**src/sv/lfs_pkg.sv**
```systemverilog
// Shared types and constants for the two-sided Lambert face shader.
// Used by every module of the block; depends on nothing.
`default_nettype none

package lfs_pkg;

   // Results per triangle and the intake gap that follows
   localparam int RSP_PER_ITEM = 3;
   localparam int GAP_W        = $clog2(RSP_PER_ITEM);

   // Q1.10 one
   localparam logic [10:0] ONE_Q10 = 11'd1024;

   // Register indexes of the configuration port
   localparam int CSR_IDX_W = 3;
   localparam logic [CSR_IDX_W-1:0] CSR_LIGHT_X = 3'd0;
   localparam logic [CSR_IDX_W-1:0] CSR_LIGHT_Y = 3'd1;
   localparam logic [CSR_IDX_W-1:0] CSR_LIGHT_Z = 3'd2;
   localparam logic [CSR_IDX_W-1:0] CSR_FLOOR   = 3'd3;
   localparam logic [CSR_IDX_W-1:0] CSR_SPAN    = 3'd4;

   // Reset values of the registers
   localparam logic signed [15:0] RST_LIGHT_X = -16'sd2867;
   localparam logic signed [15:0] RST_LIGHT_Y = -16'sd4506;
   localparam logic signed [15:0] RST_LIGHT_Z = 16'sd6144;
   localparam logic [10:0]        RST_FLOOR   = 11'd164;
   localparam logic [10:0]        RST_SPAN    = 11'd860;

   // Square root and divider sizes
   localparam int ROOT_W = 32;
   localparam int QUOT_W = 11;

   typedef struct packed {
      logic signed [15:0] v0_x;
      logic signed [15:0] v0_y;
      logic signed [15:0] v0_z;
      logic signed [15:0] v1_x;
      logic signed [15:0] v1_y;
      logic signed [15:0] v1_z;
      logic signed [15:0] v2_x;
      logic signed [15:0] v2_y;
      logic signed [15:0] v2_z;
      logic [7:0]         base_red;
      logic [7:0]         base_green;
      logic [7:0]         base_blue;
   } req_type;

   typedef struct packed {
      logic signed [15:0] out_x;
      logic signed [15:0] out_y;
      logic signed [15:0] out_z;
      logic [7:0]         lit_red;
      logic [7:0]         lit_green;
      logic [7:0]         lit_blue;
      logic               last_vertex;
   } rsp_type;

   typedef struct packed {
      logic signed [15:0] light_x;
      logic signed [15:0] light_y;
      logic signed [15:0] light_z;
      logic [10:0]        shade_floor;
      logic [10:0]        shade_span;
   } cfg_type;

   // Block-normalized normal, one signed 16-bit lane per axis
   typedef struct packed {
      logic signed [15:0] x;
      logic signed [15:0] y;
      logic signed [15:0] z;
   } vec16_type;

   // What travels beside the arithmetic: the item and its flags
   typedef struct packed {
      req_type     item;
      logic        degen;
      logic        lzero;
      logic [31:0] adot;
   } side_type;

endpackage

`default_nettype wire

```
**src/sv/lfs_div.sv**
```systemverilog
// Pipelined restoring divider for the Q1.10 cosine, one quotient bit per stage.
// Depends on lfs_pkg.
`default_nettype none

module lfs_div import lfs_pkg::*; (
   input  logic              clock,
   input  logic              reset,
   input  logic              in_valid,
   input  logic [ROOT_W-1:0] in_den,
   input  side_type          in_side,
   output logic              out_valid,
   output logic [QUOT_W-1:0] out_quot,
   output side_type          out_side
);

   logic              vld_ff  [QUOT_W+1];
   logic [31:0]       rem_ff  [QUOT_W+1];
   logic [ROOT_W-1:0] den_ff  [QUOT_W+1];
   logic [QUOT_W-1:0] quot_ff [QUOT_W+1];
   side_type          side_ff [QUOT_W+1];

   // Capture the operands; the dot magnitude never exceeds the root
   always_ff @(posedge clock) begin
      if (reset) begin
         vld_ff[0] <= 1'b0;
      end else begin
         vld_ff[0] <= in_valid;
      end
      rem_ff[0]  <= in_side.adot;
      den_ff[0]  <= in_den;
      quot_ff[0] <= '0;
      side_ff[0] <= in_side;
   end

   for (genvar j = 0; j < QUOT_W; j++) begin : g_stage
      localparam int B = QUOT_W - 1 - j;
      logic [32:0]       r2;
      logic              ge;
      logic [31:0]       rem_in;
      logic [QUOT_W-1:0] quot_in;

      // Shift in a zero bit, except on the integer bit
      always_comb begin
         if (j == 0) begin
            r2 = {1'b0, rem_ff[j]};
         end else begin
            r2 = {rem_ff[j], 1'b0};
         end
         ge      = r2 >= {1'b0, den_ff[j]};
         rem_in  = ge ? 32'(r2 - {1'b0, den_ff[j]}) : r2[31:0];
         quot_in = ge ? (quot_ff[j] | (QUOT_W'(1) << B)) : quot_ff[j];
      end

      always_ff @(posedge clock) begin
         if (reset) begin
            vld_ff[j+1] <= 1'b0;
         end else begin
            vld_ff[j+1] <= vld_ff[j];
         end
         rem_ff[j+1]  <= rem_in;
         den_ff[j+1]  <= den_ff[j];
         quot_ff[j+1] <= quot_in;
         side_ff[j+1] <= side_ff[j];
      end
   end

   assign out_valid = vld_ff[QUOT_W];
   assign out_quot  = quot_ff[QUOT_W];
   assign out_side  = side_ff[QUOT_W];

endmodule

`default_nettype wire

```
**config.mk**
```make
export PLATFORM = sky130hd
export DESIGN_NAME = lfs_div
export DESIGN_NICKNAME = d
export VERILOG_FILES = /design/src/sv/lfs_pkg.sv /design/src/sv/lfs_div.sv
export SDC_FILE = /design/constraint.sdc
export NUM_CORES = 2
export LEC_CHECK = 0
export ABC_AREA = 0
export BUFFER_PORTS_ARGS = -buffer_cell sky130_fd_sc_hd__buf_2
export CAP_MARGIN = 0
export CORE_MARGIN = 2
export CORE_UTILIZATION = 45
export DETAILED_ROUTE_END_ITERATION = 8
export GPL_TIMING_DRIVEN = 1
export PLACE_DENSITY = 0.59
export SETUP_SLACK_MARGIN = 0.4
export SYNTH_ARGS = -nofsm -noshare
export SYNTH_HDL_FRONTEND = slang
export SYNTH_SLANG_ARGS = --single-unit
```
**constraint.sdc**
```tcl
create_clock -name clock -period 7.3 [get_ports clock]
set_input_delay 1.46 -clock clock [delete_from_list [all_inputs] [get_ports clock]]
set_output_delay 1.46 -clock clock [all_outputs]
set_load 0.02 [all_outputs]
```
== After elaboration in Yosys (flattened, before gate mapping) ==
Memories as Yosys holds them, arrays and structs flattened.
Index checks and enable logic that the tools add are counted.

* Register bits: 0
* Bits in writable memories: 3336
* Input bits: 237
* Output and inout port bits: 214
* Word-level logic and storage cells: 76
* Memories: 5

* $add $sub $neg: 11
* $lt $le $gt $ge: 11
* Mux-type cells: 37
* Bitwise gates (word level): 12

{| class="wikitable"
|+ Memories
! name !! words !! bits a word !! rd ports !! clocked after memory_dff !! write ports !! line !! text
|-
| side_ff || 12 || 202 || 12 || 0 || 12 || lfs_div.sv:20 || <nowiki>side_type side_ff [QUOT_W+1];</nowiki>
|-
| den_ff || 12 || 32 || 11 || 0 || 12 || lfs_div.sv:18 || <nowiki>logic [ROOT_W-1:0] den_ff [QUOT_W+1];</nowiki>
|-
| rem_ff || 12 || 32 || 11 || 0 || 12 || lfs_div.sv:17 || <nowiki>logic [31:0] rem_ff [QUOT_W+1];</nowiki>
|-
| quot_ff || 12 || 11 || 12 || 0 || 12 || lfs_div.sv:19 || <nowiki>logic [QUOT_W-1:0] quot_ff [QUOT_W+1];</nowiki>
|-
| vld_ff || 12 || 1 || 12 || 0 || 12 || lfs_div.sv:16 || <nowiki>logic vld_ff [QUOT_W+1];</nowiki>
|}

{| class="wikitable"
|+ Operator list
! cell !! number
|-
| $mux 32 || 11
|-
| $sub 32x32->32 || 11
|-
| $ge 33x32->1 || 10
|-
| $ge 32x32->1 || 1
|-
| $mux 1 || 16
|-
| $or 1x1->1 || 12
|-
| $mux 11 || 1
|-
| $mux 10 || 1
|-
| $mux 9 || 1
|-
| $mux 8 || 1
|-
| $mux 7 || 1
|-
| $mux 6 || 1
|-
| $mux 5 || 1
|-
| $mux 4 || 1
|-
| $mux 3 || 1
|-
| $mux 2 || 1
|}

== Depth between registers and ports, before layout ==
* Depth in word-level cells: 3
* Gate-level depth with buffers: 15
* Gate-level depth less buffers: 13

== Worst setup path before layout ==
Ideal clock, no wire load.

* Path kind: reg-to-reg
* Start point: memory den_ff[4][16]
* End point: memory rem_ff[5][17], in the netlist rem_ff[2][49]
* Library setup time: 0.121 ns
* Arrival: 2.975 ns
* Required time: 7.179 ns
* Setup slack: 4.203 ns
* Stages on the path, launching flop included: 14
* Buffers on the path: 1
* Clock period less this slack: 3.097 ns
* Path through: dfxtp_1 -> inv_1 -> ha_1 -> a21o_1 -> a21o_1 -> a211o_1 -> or3_1 -> a31oi_1 -> nor3_1 -> a311o_1 -> a211oi_2 -> buf_6 -> inv_2 -> mux2_4

{| class="wikitable"
|+ RTL lines
! element !! line
|-
| start, declared || lfs_div.sv:18
|-
| end, declared || lfs_div.sv:17
|}

==> results.toml <==
[cells_and_area]
drive_above_1_share_pct = 14.99
multi_input_area_mm2 = 0.01995
seqCellArea_mm2 = 0.06354
design_area_mm2 = 0.1015
syn2layout_area_growth_pct = 16.49
fill_cells = 16150
nets = 7834

[synth]
ys_warn_count = 0
synthArstFlopShare_pct = 0
ys_ff_latch = 3174
synth_edf_count = 0
yosysMostFrequentCell = "dfxtp_1"
yosysUniqueCellTypes = 78
synth_nets = 7378
synth_largest_area_cell = "dfxtp_1"
synthFlopType = "dfxtp_1"
avgSynthCellArea_um2 = 12.85
yosysSeqAreaShare_pct = 72.96
netlist_instances = 6780
syn_area_mm2 = 0.08709
synthTopCellsByArea = "dfxtp_1 73%, ha_1 5.0%, o21ai_0 2.0%"
synth_top_area_share_pct = 72.96
synth_commonest_cells = "3174 x dfxtp_1, 438 x inv_1, 351 x ha_1, 345 x nand2_1, 345 x o21ai_0"

[worst_setup_path]
worst-path-max-fanout = 22
crit_path_end_kind = "register"
regToRegEndpoint = "rem_ff[4][60]"
path_class = "register to register"
cp.arrival_ns = 4.96
required_ns = 8.02
r2r_cells = 13
start_kind = "register"
r2r_start = "den_ff[8][1]"
reg2reg_setup_slack_ns = 3.06

[cts]
htree_levels = 5
cts_buffers = 322
cts_tree = "done"
clock_latency_ns = 0.90
path_clk_slew_ns = 0.06
max-clock-path-buffers = 4
numClockSinks = 3174
root_buffer = "clkbuf_16"
hold_buffers = 0
post_cts_buffers = 0
cts_resized = 0

[sta]
fin_skew_ns = 0.07682
fin_crit_sh_pct = 58.02
rsz0062_at_grt = "false"
fmax_ghz = 0.2361
tightestPinTransition_ns = 1.188
hold_viol = 0
fin_tns_setup_ns = 0
setup_violations = 0
slew_headroom_pct = 20.51
finalMaxSlewViolations = 0
fin_crit_ns = 4.235

[grt]
grt_pass1_vias = 44660
track_usage_pct = 14.55
grt_pass1_wl_um = 231500
antenna_found_initial = 4
grt_max_degree = 65
grt_overflow_total = 0

[min_path]
whs_path_depth = 0
min_from = "side_ff[2][269]"
min_path_type = "register to register"
worstHoldEndpoint = "side_ff[2][471]"

[die]
start_util_pct = 45.27
rows = 161
die_h_um = 443.9
coreArea_mm2 = 0.1924
num_io_pins = 451
die_area_mm2 = 0.1971
die_x_um = 443.9

[drt]
avgRoutedWirePerCell_um = 14.55
ant_nets = 0
vias = 45360
drtIter0Drc = 2057
viasPerCell = 4.536
drc_errors = 0
dr.pass1.iters = 5
wirelength_um = 145500

[placed_design]
dpl_cell_area_mm2 = 0.09062
routabilityCongestion = 0.8826
hpwl_um = 102900
io_buffers = 450

[run]
drv_cap = 0

[pwr]
power_leakage_nw = 45.29
peakVddDrop_uv = 274.2
p_per_area_mw_per_mm2 = 456.5

[status]
status = "finished, final reports clean"
-- report_power, final --
part	switching (mW)	leakage [nW]	internal, mW
clock	6.31	5.34	9.99
combinational	5.55	13.2	4.27
sequential	0.907	26.8	19.3
-- state kept, by name, summed over array words and instances, names as in the netlist --
register and cells:
vld_ff 12, side_ff 2424, quot_ff 66, den_ff 352, rem_ff 320
-- critical path: stages (launching register included) --
cell	delay [ns]
dfxtp_1	0.37
inv_1	0.06
ha_1	0.28
nor2b_1	0.14
o21a_1	0.18
o21a_1	0.20
or3b_1	0.40
a221oi_4	0.38
o21ai_1	0.24
nand4_1	0.19
a31o_2	0.37
and2_1	0.55
inv_2	0.36
mux2_2	0.37
-- kinds of logic after synthesis --
family | share of synthesized area [%]
adders and majority gates | 5.273
and+or+nand+nor | 5.227
DFF | 72.96
AOI/OAI and AO/OA | 8.145
buffers and inverters | 4.230
xor gates and xnor gates | 2.725
muxes | 1.441
-- how the worst max path moves through the flow --
| stage | from | to | slack, ns | depth (start not counted) |
|---|---|---|---|---|
| after floorplan | den_ff[4][16] | rem_ff[2][49] | 4.20 | 13 |
| after global placement | den_ff[8][1] | rem_ff[4][59] | 3.20 | 13 |
| after detailed placement | den_ff[8][1] | rem_ff[4][51] | 3.08 | 13 |
| after CTS | den_ff[8][1] | rem_ff[4][51] | 3.05 | 13 |
| after global routing | den_ff[8][1] | rem_ff[4][44] | 2.78 | 13 |
| final | den_ff[8][1] | rem_ff[4][60] | 3.06 | 13 |
-- cell usage in the layout (no fill, tap or decap), types with 35 or more instances in the layout --
cell       count
nor2_1       205
clkbuf_8      68
o21ai_0      345
xnor2_1      156
nor2b_1       65
a21o_1       190
nand3_1       79
mux2_2       103
dfxtp_1     3174
clkbuf_1      41
inv_1        438
nand2_1      344
o21a_1        47
clkinv_2      53
a31oi_1       35
a21oi_1      281
ha_1         351
clkbuf_16    328
nor3_1        35
nand2b_1      50
buf_2        450
nand4_1       70
and3_1        38
xor2_1       115
-- final cells by class --
class	count	area share, %
flip-flops and latches	3174	62.63
repair buffers	458	2.279
diodes	2	0.004933
inverters	440	1.628
multi-input cells	2840	19.66
well taps	2526	3.115
clock buffers	437	9.164
clock inverters	122	1.514
-- metal layers --
layer | vias to the layer above | global-route usage (%) | part of all wire, %
met5 | - | 0 | 0.0089
met4 | 2 | 6.474 | 3.8
met3 | 373 | 3.097 | 4.7
met2 | 1010 | 24.45 | 47
met1 | 20800 | 17.96 | 45
li1 | 23180 | - | -
-- per-stage QoR --
step	hold WS [ns]	setup slack, ns	power [mW]	utilization (%)	std cells
finish	0.2802	3.065	46.32	52.74	9999
global route	0.2792	2.775	48.91	52.74	9998
CTS	0.2851	3.049	46.84	52.73	9997
detailed placement	0.3121	3.075	30.33	47.10	9438
global placement	0.3095	3.199	30.23	47.10	9438
floorplan	0.3096	4.203	27.91	-	6780
Note: power is estimated with default switching activity, not from simulation.
