==> config.mk <==
export PLATFORM = sky130hd
export DESIGN_NAME = lfs_emit
export DESIGN_NICKNAME = d
export VERILOG_FILES = /design/src/sv/lfs_pkg.sv /design/src/sv/lfs_emit.sv
export SDC_FILE = /design/constraint.sdc
export NUM_CORES = 1
export LEC_CHECK = 0
export BUFFER_PORTS_ARGS = -buffer_cell sky130_fd_sc_hd__buf_2
export CAP_MARGIN = 20
export CELL_PAD_IN_SITES_DETAIL_PLACEMENT = 1
export CELL_PAD_IN_SITES_GLOBAL_PLACEMENT = 2
export CORE_MARGIN = 2
export CORE_UTILIZATION = 42
export DETAILED_ROUTE_END_ITERATION = 8
export GPL_TIMING_DRIVEN = 0
export PLACE_DENSITY_LB_ADDON = 0.1
export SYNTH_ARGS = -nofsm -noshare
export SYNTH_HDL_FRONTEND = slang
export SYNTH_SLANG_ARGS = --single-unit
==> constraint.sdc <==
create_clock -name clock -period 22 [get_ports clock]
set_input_delay 3.3 -clock clock [delete_from_list [all_inputs] [get_ports clock]]
set_output_delay 3.3 -clock clock [all_outputs]
set_load 0.01 [all_outputs]
==> src/sv/lfs_pkg.sv <==
// Shared types and constants for the two-sided Lambert face shader.
// Used by every module of the block; depends on nothing.
`default_nettype none

package lfs_pkg;

   // Results per triangle and the intake gap that follows
   localparam int RSP_PER_ITEM = 3;
   localparam int GAP_W        = $clog2(RSP_PER_ITEM);

   // Q1.10 one
   localparam logic [10:0] ONE_Q10 = 11'd1024;

   // Register indexes of the configuration port
   localparam int CSR_IDX_W = 3;
   localparam logic [CSR_IDX_W-1:0] CSR_LIGHT_X = 3'd0;
   localparam logic [CSR_IDX_W-1:0] CSR_LIGHT_Y = 3'd1;
   localparam logic [CSR_IDX_W-1:0] CSR_LIGHT_Z = 3'd2;
   localparam logic [CSR_IDX_W-1:0] CSR_FLOOR   = 3'd3;
   localparam logic [CSR_IDX_W-1:0] CSR_SPAN    = 3'd4;

   // Reset values of the registers
   localparam logic signed [15:0] RST_LIGHT_X = -16'sd2867;
   localparam logic signed [15:0] RST_LIGHT_Y = -16'sd4506;
   localparam logic signed [15:0] RST_LIGHT_Z = 16'sd6144;
   localparam logic [10:0]        RST_FLOOR   = 11'd164;
   localparam logic [10:0]        RST_SPAN    = 11'd860;

   // Square root and divider sizes
   localparam int ROOT_W = 32;
   localparam int QUOT_W = 11;

   typedef struct packed {
      logic signed [15:0] v0_x;
      logic signed [15:0] v0_y;
      logic signed [15:0] v0_z;
      logic signed [15:0] v1_x;
      logic signed [15:0] v1_y;
      logic signed [15:0] v1_z;
      logic signed [15:0] v2_x;
      logic signed [15:0] v2_y;
      logic signed [15:0] v2_z;
      logic [7:0]         base_red;
      logic [7:0]         base_green;
      logic [7:0]         base_blue;
   } req_type;

   typedef struct packed {
      logic signed [15:0] out_x;
      logic signed [15:0] out_y;
      logic signed [15:0] out_z;
      logic [7:0]         lit_red;
      logic [7:0]         lit_green;
      logic [7:0]         lit_blue;
      logic               last_vertex;
   } rsp_type;

   typedef struct packed {
      logic signed [15:0] light_x;
      logic signed [15:0] light_y;
      logic signed [15:0] light_z;
      logic [10:0]        shade_floor;
      logic [10:0]        shade_span;
   } cfg_type;

   // Block-normalized normal, one signed 16-bit lane per axis
   typedef struct packed {
      logic signed [15:0] x;
      logic signed [15:0] y;
      logic signed [15:0] z;
   } vec16_type;

   // What travels beside the arithmetic: the item and its flags
   typedef struct packed {
      req_type     item;
      logic        degen;
      logic        lzero;
      logic [31:0] adot;
   } side_type;

endpackage

`default_nettype wire

==> src/sv/lfs_emit.sv <==
// Shade factor, shaded colors and the three-vertex output sequence.
// Depends on lfs_pkg.
`default_nettype none

module lfs_emit import lfs_pkg::*; (
   input  logic              clock,
   input  logic              reset,
   input  cfg_type           cfg,
   input  logic              in_valid,
   input  logic [QUOT_W-1:0] in_cos,
   input  side_type          in_side,
   output logic              rsp_valid,
   output rsp_type           rsp_item
);

   typedef enum logic [1:0] {PH_IDLE, PH_V1, PH_V2} phase_type;

   logic        valida_ff, validb_ff;
   req_type     itema_ff, itemb_ff, hold_ff;
   logic [11:0] shade_ff, shade_in;
   logic [10:0] cc;
   logic [21:0] span_prod;
   logic [7:0]  lit_ff [3];
   logic [7:0]  lit_in [3];
   logic [7:0]  hlit_ff [3];
   logic [7:0]  base [3];
   logic [19:0] cprod [3];
   phase_type   phase_ff;
   logic        rsp_valid_ff;
   rsp_type     rsp_ff;

   // Shade from the clamped cosine; degen or zero light overrides
   always_comb begin
      cc        = (in_cos > ONE_Q10) ? ONE_Q10 : in_cos;
      span_prod = 22'(cfg.shade_span) * 22'(cc);
      if (in_side.degen) begin
         shade_in = 12'(cfg.shade_floor) + 12'(cfg.shade_span);
      end else if (in_side.lzero) begin
         shade_in = 12'(cfg.shade_floor);
      end else begin
         shade_in = 12'(cfg.shade_floor) + 12'(span_prod >> 10);
      end
   end

   // Scale and saturate each color
   always_comb begin
      base[0] = itema_ff.base_red;
      base[1] = itema_ff.base_green;
      base[2] = itema_ff.base_blue;
      for (int i = 0; i < 3; i++) begin
         cprod[i]  = 20'(base[i]) * 20'(shade_ff);
         lit_in[i] = (cprod[i][19:10] > 10'd255) ? 8'd255 : cprod[i][17:10];
      end
   end

   // Advance the shade and color stages
   always_ff @(posedge clock) begin
      if (reset) begin
         valida_ff <= 1'b0;
         validb_ff <= 1'b0;
      end else begin
         valida_ff <= in_valid;
         validb_ff <= valida_ff;
      end
      itema_ff <= in_side.item;
      shade_ff <= shade_in;
      itemb_ff <= itema_ff;
      for (int i = 0; i < 3; i++) begin
         lit_ff[i] <= lit_in[i];
      end
   end

   // Send the three vertices on consecutive cycles
   always_ff @(posedge clock) begin
      if (reset) begin
         phase_ff     <= PH_IDLE;
         rsp_valid_ff <= 1'b0;
      end else begin
         rsp_valid_ff <= validb_ff || (phase_ff != PH_IDLE);
         case (phase_ff)
            PH_IDLE: begin
               if (validb_ff) begin
                  phase_ff <= PH_V1;
               end
            end
            PH_V1: begin
               phase_ff <= PH_V2;
            end
            PH_V2: begin
               phase_ff <= PH_IDLE;
            end
            default: begin
               phase_ff <= PH_IDLE;
            end
         endcase
      end
      // payload follows the phase
      case (phase_ff)
         PH_IDLE: begin
            hold_ff <= itemb_ff;
            for (int i = 0; i < 3; i++) begin
               hlit_ff[i] <= lit_ff[i];
            end
            rsp_ff <= {itemb_ff.v0_x, itemb_ff.v0_y, itemb_ff.v0_z,
                       lit_ff[0], lit_ff[1], lit_ff[2], 1'b0};
         end
         PH_V1: begin
            rsp_ff <= {hold_ff.v1_x, hold_ff.v1_y, hold_ff.v1_z,
                       hlit_ff[0], hlit_ff[1], hlit_ff[2], 1'b0};
         end
         PH_V2: begin
            rsp_ff <= {hold_ff.v2_x, hold_ff.v2_y, hold_ff.v2_z,
                       hlit_ff[0], hlit_ff[1], hlit_ff[2], 1'b1};
         end
         default: begin
            rsp_ff <= rsp_ff;
         end
      endcase
   end

   assign rsp_valid = rsp_valid_ff;
   assign rsp_item  = rsp_ff;

endmodule

`default_nettype wire

* Yosys cells after proc, flatten, opt, wreduce, memory -nomap -nowiden
Memory sizes are Yosys's and may differ from the RTL's.
Index checks and enable logic that the tools add are counted.
** Operators by class
- Add/subtract/negate cells :: 2
- Bitwise logic cells :: 0
- Order comparisons :: 4
- Shifts and indexed selects :: 0
- Eq/ne operators :: 3
- Div/mod/pow operators :: 0
- Reductions and logical operators :: 4
- Mux-type cells :: 11
- $mul :: 4
** Operators with widths (count)
- $pmux W73 S3 :: 1
- $mul A8 B12 Y20 :: 3
- $gt A10 B8 Y1 const B :: 3
- $mux W12 :: 2
- $mux W8 :: 3
- $mul A11 B11 Y22 :: 1
- $add A11 B11 Y12 :: 1
- $add A11 B12 Y12 :: 1
- $gt A11 B11 Y1 const B :: 1
- $mux W11 :: 1
- $pmux W2 S2 :: 1
- $reduce_bool A3 Y1 :: 1
- $eq A2 B1 Y1 const B :: 1
- $eq A2 B2 Y1 const B :: 1
- $logic_not A2 Y1 :: 1
- $mux W1 :: 2
- $mux W2 :: 1
- $ne A2 B2 Y1 const B :: 1
- $reduce_bool A2 Y1 :: 1
- $logic_or A1 B1 Y1 :: 1
** Word-level totals
- Memories kept :: 2
- Register bits :: 498
- Bits in read-only memories :: 0
- Latch bits :: 0
- Bits in writable memories :: 48
- Word-level logic and storage cells :: 69
** Memory list
- hlit_ff :: words 3, width 8, read ports 3, clocked after memory_dff 0, write ports 3, RTL line lfs_emit.sv:25 : logic [7:0] hlit_ff [3];
- lit_ff :: words 3, width 8, read ports 3, clocked after memory_dff 0, write ports 3, RTL line lfs_emit.sv:23 : logic [7:0] lit_ff [3];

* Longest topological paths before layout
Gate-level depths: netlist of run 1.
- Depth after elaboration :: 6
- Mapped depth :: 32
- Depth with buffers taken out :: 30

* Least setup slack after synthesis of run 1
No wires, ideal clock.
- Path kind :: input port to flip-flop
- Start :: in in_cos[10]
- End :: reg shade_ff[11]
- Library setup time :: 0.095 ns
- Buffers on the path :: 2
- Required time :: 21.905 ns
- Stages on the path :: 28
- Arrival :: 9.497 ns
- Setup slack :: 12.408 ns
- Cell sequence :: clkbuf_1 -> nor2b_1 -> clkbuf_1 -> nand2_1 -> fa_1 -> inv_1 -> fa_1 -> fa_1 -> fa_1 -> inv_1 -> fa_1 -> inv_1 -> ha_1 -> o21a_1 -> nor2_1 -> or3b_2 -> o21ai_1 -> and2_1 -> nor2_1 -> ha_1 -> a21oi_1 -> nand2_1 -> o21ai_0 -> o2111ai_1 -> a21oi_1 -> xnor2_1 -> xor2_1 -> o311ai_1
** Between the ends
- Cells in the longest elaborated chain, start to end :: 6
** Ends and longest elaborated chain
- start: declaration :: RTL line lfs_emit.sv:10 : input logic [QUOT_W-1:0] in_cos,
- $gt A11 B11 Y1 :: RTL line lfs_emit.sv:34 : cc = (in_cos > ONE_Q10) ? ONE_Q10 : in_cos;
- $mux W11 * :: RTL line lfs_emit.sv:34
- $mul A11 B11 Y22 * :: RTL line lfs_emit.sv:35 : span_prod = 22'(cfg.shade_span) * 22'(cc);
- $add A11 B12 Y12 * :: RTL line lfs_emit.sv:41 : shade_in = 12'(cfg.shade_floor) + 12'(span_prod >> 10);
- $mux W12 * :: RTL line lfs_emit.sv:38 : end else if (in_side.lzero) begin
- $mux W12 * :: RTL line lfs_emit.sv:36 : if (in_side.degen) begin
- net shade_in[11] :: RTL line lfs_emit.sv:20 : logic [11:0] shade_ff, shade_in;
- end signal: assignment :: RTL line lfs_emit.sv:66 : shade_ff <= shade_in;
- end: declaration :: RTL line lfs_emit.sv:20
Mark *: on every way through the listed nets, which the timed path passes. The rest lies on a longest branch.
A chain may end at the register's enable or synchronous reset.

* Final worst setup path of run 1
Ends and elaborated chain as after synthesis.

==> results of run 1 <==
cell type report:
type | count | share of cell area (%)
sequential | 546 | 40.2
clock inverter | 29 | 0.939
inverter | 312 | 3.67
clock buffer | 76 | 5.10
buffer | 100 | 1.18
tap | 855 | 3.35
antenna | 7 | 0.0548
timing repair buffer | 282 | 4.60
multi-input combinational | 1428 | 40.9
worst max-delay path, delay by kind of cell:
family | cells | cell delay (ns)
AND/OR/NAND/NOR | 6 | 0.97
AO/OA/AOI/OAI | 8 | 2.21
buffers and inverters | 6 | 0.93
XOR/XNOR | 2 | 0.25
adder cells (fa/ha/maj) | 7 | 3.22
sequential cells by signal, indices dropped and copies added, names as in the netlist:
| name | count |
|---|---|
| rsp_valid | 1 |
| phase_ff | 2 |
| hold_ff | 96 |
| lit_ff | 24 |
| hlit_ff | 24 |
| valida_ff | 1 |
| validb_ff | 1 |
| shade_ff | 12 |
| rsp_item | 73 |
| base | 24 |
| itema_ff | 144 |
| itemb_ff | 144 |
synth_stat cells (2+ instances only):
cell,number,area share [%]
a31oi_1,6,0.14
mux2i_1,6,0.22
clkbuf_1,95,1.3
o21ai_1,3,0.055
o31a_1,2,0.064
or3_1,4,0.091
a22oi_1,48,1.3
o41ai_1,3,0.096
o22ai_1,4,0.091
a211oi_2,2,0.091
a21o_1,22,0.60
o21bai_1,5,0.14
xor2_1,23,0.73
o211ai_1,2,0.055
nand4b_1,2,0.064
nor2b_1,16,0.36
dfxtp_1,353,26
edfxtp_1,193,21
o2111ai_1,2,0.064
and2_1,192,4.4
nor3_1,10,0.18
o21ai_0,55,1.0
a21oi_1,90,1.6
buf_1,4,0.055
a211oi_1,10,0.27
fa_1,258,19
a221o_1,4,0.15
nand3_1,18,0.33
nand2_1,263,3.6
ha_1,200,9.1
nand4_1,5,0.11
a211o_1,3,0.096
and3_1,6,0.14
nor2_1,91,1.2
o21a_1,7,0.19
inv_1,312,4.3
a41o_1,2,0.073
xnor2_1,29,0.92
nand2b_1,18,0.41
worst paths after layout:
path                            depth (start not counted)  slack, ns                 endpoint
worst max-delay path                                   29      11.58     shade_ff[11]$_DFF_P_
worst min-delay path                                    0       0.32    itemb_ff[104]$_DFF_P_
worst max register to register                         17      15.90  lit_ff[0][3]$_SDFF_PN1_
worst min register to register                          0       0.32    itemb_ff[104]$_DFF_P_
cells by family after synthesis:
group                      synth area share (%)
and+or+nand+nor                            11.1
DFF                                        46.8
adders and majority gates                  27.9
buffers and inverters                      5.64
AOI/OAI and AO/OA                          6.62
xor gates and xnor gates                   1.66
muxes                                     0.260
per-layer routing:
layer	GRT usage [%]	vias up	wire length, um
li1	-	8369	-
met1	26.7	9015	30500
met2	37.1	280	34300
met3	3.11	95	2710
met4	5.16	10	1280
met5	0	-	69
metrics by stage:
stage / util, % / std cells
global placement: 46.3 / 3519
finish: 49.5 / 3635
CTS: 49.5 / 3627
detailed placement: 46.5 / 3522
floorplan: - / 2386
global route: 49.5 / 3631
==> run metrics, run 1 <==
run status finished, final reports clean; Row Count 93; Reg-to-Reg Start shade_ff[5]$_DFF_P_; register bit total from synthesis 546; vias per inst 4.89; Routed Antenna Nets 0; Hold Path Class reg2reg; die height 260 um; CTS root buf clkbuf_16; fin crit period 10.42 ns; leading cell type in the layout, fill and taps excluded dfxtp_1; Clock Path Buffers 3; commonest cells after routing, fill and taps aside 353 x dfxtp_1, 311 x inv_1, 279 x buf_2, 263 x nand2_1, 258 x fa_1; register area share after synthesis 46.8%; Max Clk Rate 96.0 MHz; cell mode on critical path fa_1; global-route wire length before repair 110,000 um; CTS tree done; fin nets 3,470; Hold Path Origin itema_ff[104]$_DFF_P_; final setup violation count 0; distinct cell type count after synthesis 57; clock sinks 546; Post-CTS Setup Inserts 0; Synth Instances 2,386; critical path class in2reg; vias post-DR 17,769; register area 12,900 um^2; slew margin rel. 31.7%; 1st-iter DRT viols 673; yosys warns 0; share of cells above drive strength 1 14.2%; Syn Area/Cell 11.5 um^2; asr flop ratio synth 0%; post-detail-place hpwl 53,200 um; Clock Skew 0.0195 ns; Area Overhead vs Synth 16.4%; die footprint 67,400 um^2; area taken by multi-input logic gates 13,100 um^2; hold_buf cts 0; final RePlAce weighted congestion 0.809; EDFF count, synth 193; Min Hold Slack 0.322 ns; maxcap violations 0; pin count of the biggest net entering global routing 57; CP max stage delay 0.60 ns; design area 32,000 um^2; chip width 260 um; TNS Setup 0 ns; CTS H-tree depth 2; slack of the critical path 11.58 ns; worst endpoint required time 22.49 ns; post_cts resized 0; vias in the first global route 20,102; total I/O pin count 360; Syn Nets 3,130; drt first pass iters 6; Data arrival, critical path 10.90 ns; final hold viol count 0; # DRC 0; Inserted Clock Buffers 56; CTS clk-pin slew, worst paths 0.06 ns; Placed Area 30,000 um^2; clk_lat worst skew 0.61 ns; largest fanout on the critical path 10; RSZ-0062 raised after global routing false; Post-Route WL 68,800 um; all-layer global routing usage 20.9%; Initial Util 42.5%; cell area after synthesis 27,500 um^2; CP Launch Type input pin; # fillers 6,928; Main synth FF type dfxtp_1; final worst-path cycle share 47.3%; initial antenna violation count 11; Slew Limit Fails 0; core area 64,600 um^2; Worst-Margin Slew 1.01 ns; Port Buffers 278; crit path from in_cos[10]; crit end category flip-flop; WL/cell 18.9 um; GRT overflow 0; Place WS 10.92 ns; CP max-delay cell fa_1
Power of run 1 is not shown: default switching activity piles up to over one toggle a cycle in this logic, so the estimate is an artifact.
==> inputs of run 2 (changes only) <==
--- a/config.mk
+++ b/config.mk
@@ -10,7 +10,7 @@
 export CELL_PAD_IN_SITES_DETAIL_PLACEMENT = 1
 export CELL_PAD_IN_SITES_GLOBAL_PLACEMENT = 2
 export CORE_MARGIN = 2
-export CORE_UTILIZATION = 42
+export CORE_UTILIZATION = 35
 export DETAILED_ROUTE_END_ITERATION = 8
 export GPL_TIMING_DRIVEN = 0
 export PLACE_DENSITY_LB_ADDON = 0.1
==> constraint.sdc (replaced) <==
create_clock -name clock -period 9.3 [get_ports clock]
set_input_delay 1.395 -clock clock [delete_from_list [all_inputs] [get_ports clock]]
set_output_delay 1.395 -clock clock [all_outputs]
set_load 0.01 [all_outputs]
==> run metrics, run 2 (synthesized netlist as in run 1, its figures left out) <==
run status finished, final reports clean; drt first pass iters 5 (-1); die height 284 um (+9.4%); Area Overhead vs Synth 16.8%; hold_buf cts 0 (unchanged); # DRC 0 (unchanged); CTS H-tree depth 2 (unchanged); vias post-DR 17,527 (-1.4%); maxcap violations 0 (unchanged); CTS root buf clkbuf_16; largest fanout on the critical path 10 (unchanged); fin nets 3,470 (unchanged); Data arrival, critical path 8.97 ns (-1.93 ns); fin crit period 8.50 ns; final hold viol count 0 (unchanged); Clock Path Buffers 3 (unchanged); CP Launch Type input pin; vias per inst 4.59 (-6.1%); leading cell type in the layout, fill and taps excluded dfxtp_1; Slew Limit Fails 0 (unchanged); Max Clk Rate 118 MHz; core area 77,600 um^2 (+20%); Hold Path Class reg2reg; cell mode on critical path fa_1; Initial Util 35.4% (-7.1 points); all-layer global routing usage 17.8% (-3.1 points); 1st-iter DRT viols 581 (-14%); CP max stage delay 0.59 ns (about the same); post_cts resized 0 (unchanged); post-detail-place hpwl 54,900 um (+3.2%); chip width 284 um (+9.4%); TNS Setup 0 ns (unchanged); initial antenna violation count 5 (-6); Row Count 102 (+9.7%); Port Buffers 278 (unchanged); final RePlAce weighted congestion 0.804 (-0.61%); Largest regs itema_ff (144), itemb_ff (144), hold_ff (96); global-route wire length before repair 112,000 um (+2.2%); final worst-path cycle share 91.4%; total I/O pin count 360 (unchanged); Routed Antenna Nets 0 (unchanged); CP max-delay cell fa_1; clk_lat worst skew 0.63 ns (+0.02 ns); WL/cell 18.4 um (-2.6%); RSZ-0062 raised after global routing false; slew margin rel. 34.3% (+2.6 points); CTS tree done; Worst-Margin Slew 0.972 ns (-0.0390 ns); die footprint 80,700 um^2 (+20%); Inserted Clock Buffers 56 (unchanged); final setup violation count 0 (unchanged); critical path class in2reg; Post-CTS Setup Inserts 0 (unchanged); clock sinks 546 (unchanged); GRT overflow 0 (unchanged); Clock Skew 0.0391 ns (+0.0196 ns); commonest cells after routing, fill and taps aside 353 x dfxtp_1, 311 x inv_1, 279 x buf_2, 263 x nand2_1, 258 x fa_1; crit end category flip-flop; Post-Route WL 70,400 um (+2.3%); CTS clk-pin slew, worst paths 0.06 ns (about the same); share of cells above drive strength 1 13.9% (-0.29 points); vias in the first global route 19,915 (-0.93%); pin count of the biggest net entering global routing 57 (unchanged); worst endpoint required time 9.77 ns (-12.72 ns)
[run 2: path summary, 6_finish.rpt]
kind | from | endpoint | slack [ns] | depth (start not counted)
setup / recovery | in_cos[10] | shade_ff[11]$_DFF_P_ | 0.80 | 29
hold / removal | itema_ff[98]$_DFF_P_ | itemb_ff[98]$_DFF_P_ | 0.32 | 0
setup reg to reg | shade_ff[5]$_DFF_P_ | lit_ff[0][5]$_SDFF_PN1_ | 3.21 | 17
hold reg to reg | itema_ff[98]$_DFF_P_ | itemb_ff[98]$_DFF_P_ | 0.32 | 0
[run 2: metal layers]
metal | vias to the layer above | wire length [um] | track usage [%]
met5 | - | 26 | 0
met4 | 4 | 1390 | 4.09
met3 | 82 | 2670 | 2.70
met2 | 275 | 34800 | 31.2
met1 | 8799 | 31600 | 23.0
li1 | 8367 | - | -
[run 2: final cells by class]
| cell class | count | area (um^2) |
|---|---|---|
| multi-input cells | 1428 | 13100 |
| diodes | 4 | 10.0 |
| fillers | 8532 | 45500 |
| flip-flops and latches | 546 | 12900 |
| well taps | 1040 | 1300 |
| repair buffers | 282 | 1470 |
| inverters | 312 | 1170 |
| clock buffers | 81 | 1620 |
| clock inverters | 24 | 188 |
| plain buffers | 100 | 377 |
[run 2: metrics by stage]
stage	area (um^2)	setup WS (ns)	cells	utilization (%)	hold WS (ns)
4_1_cts	32000	0.755	3812	41.3	0.324
6_report	32100	0.799	3817	41.3	0.320
5_1_grt	32100	0.144	3814	41.3	0.325
3_3_place_gp	30200	0.277	3704	38.9	0.311
3_5_place_dp	30200	0.146	3707	39.0	0.313
2_1_floorplan	27500	1.61	2386	-	0.310
[run 2: worst max-delay path, delay by kind of cell]
kind                     cells  cell delay, ns
AO/OA/AOI/OAI                7            1.97
buffers and inverters        6            0.96
adder cells (fa/ha/maj)      7            3.05
XOR/XNOR                     3            0.38
AND/OR/NAND/NOR              6            1.18
Power of run 2 is left out for the same reason.
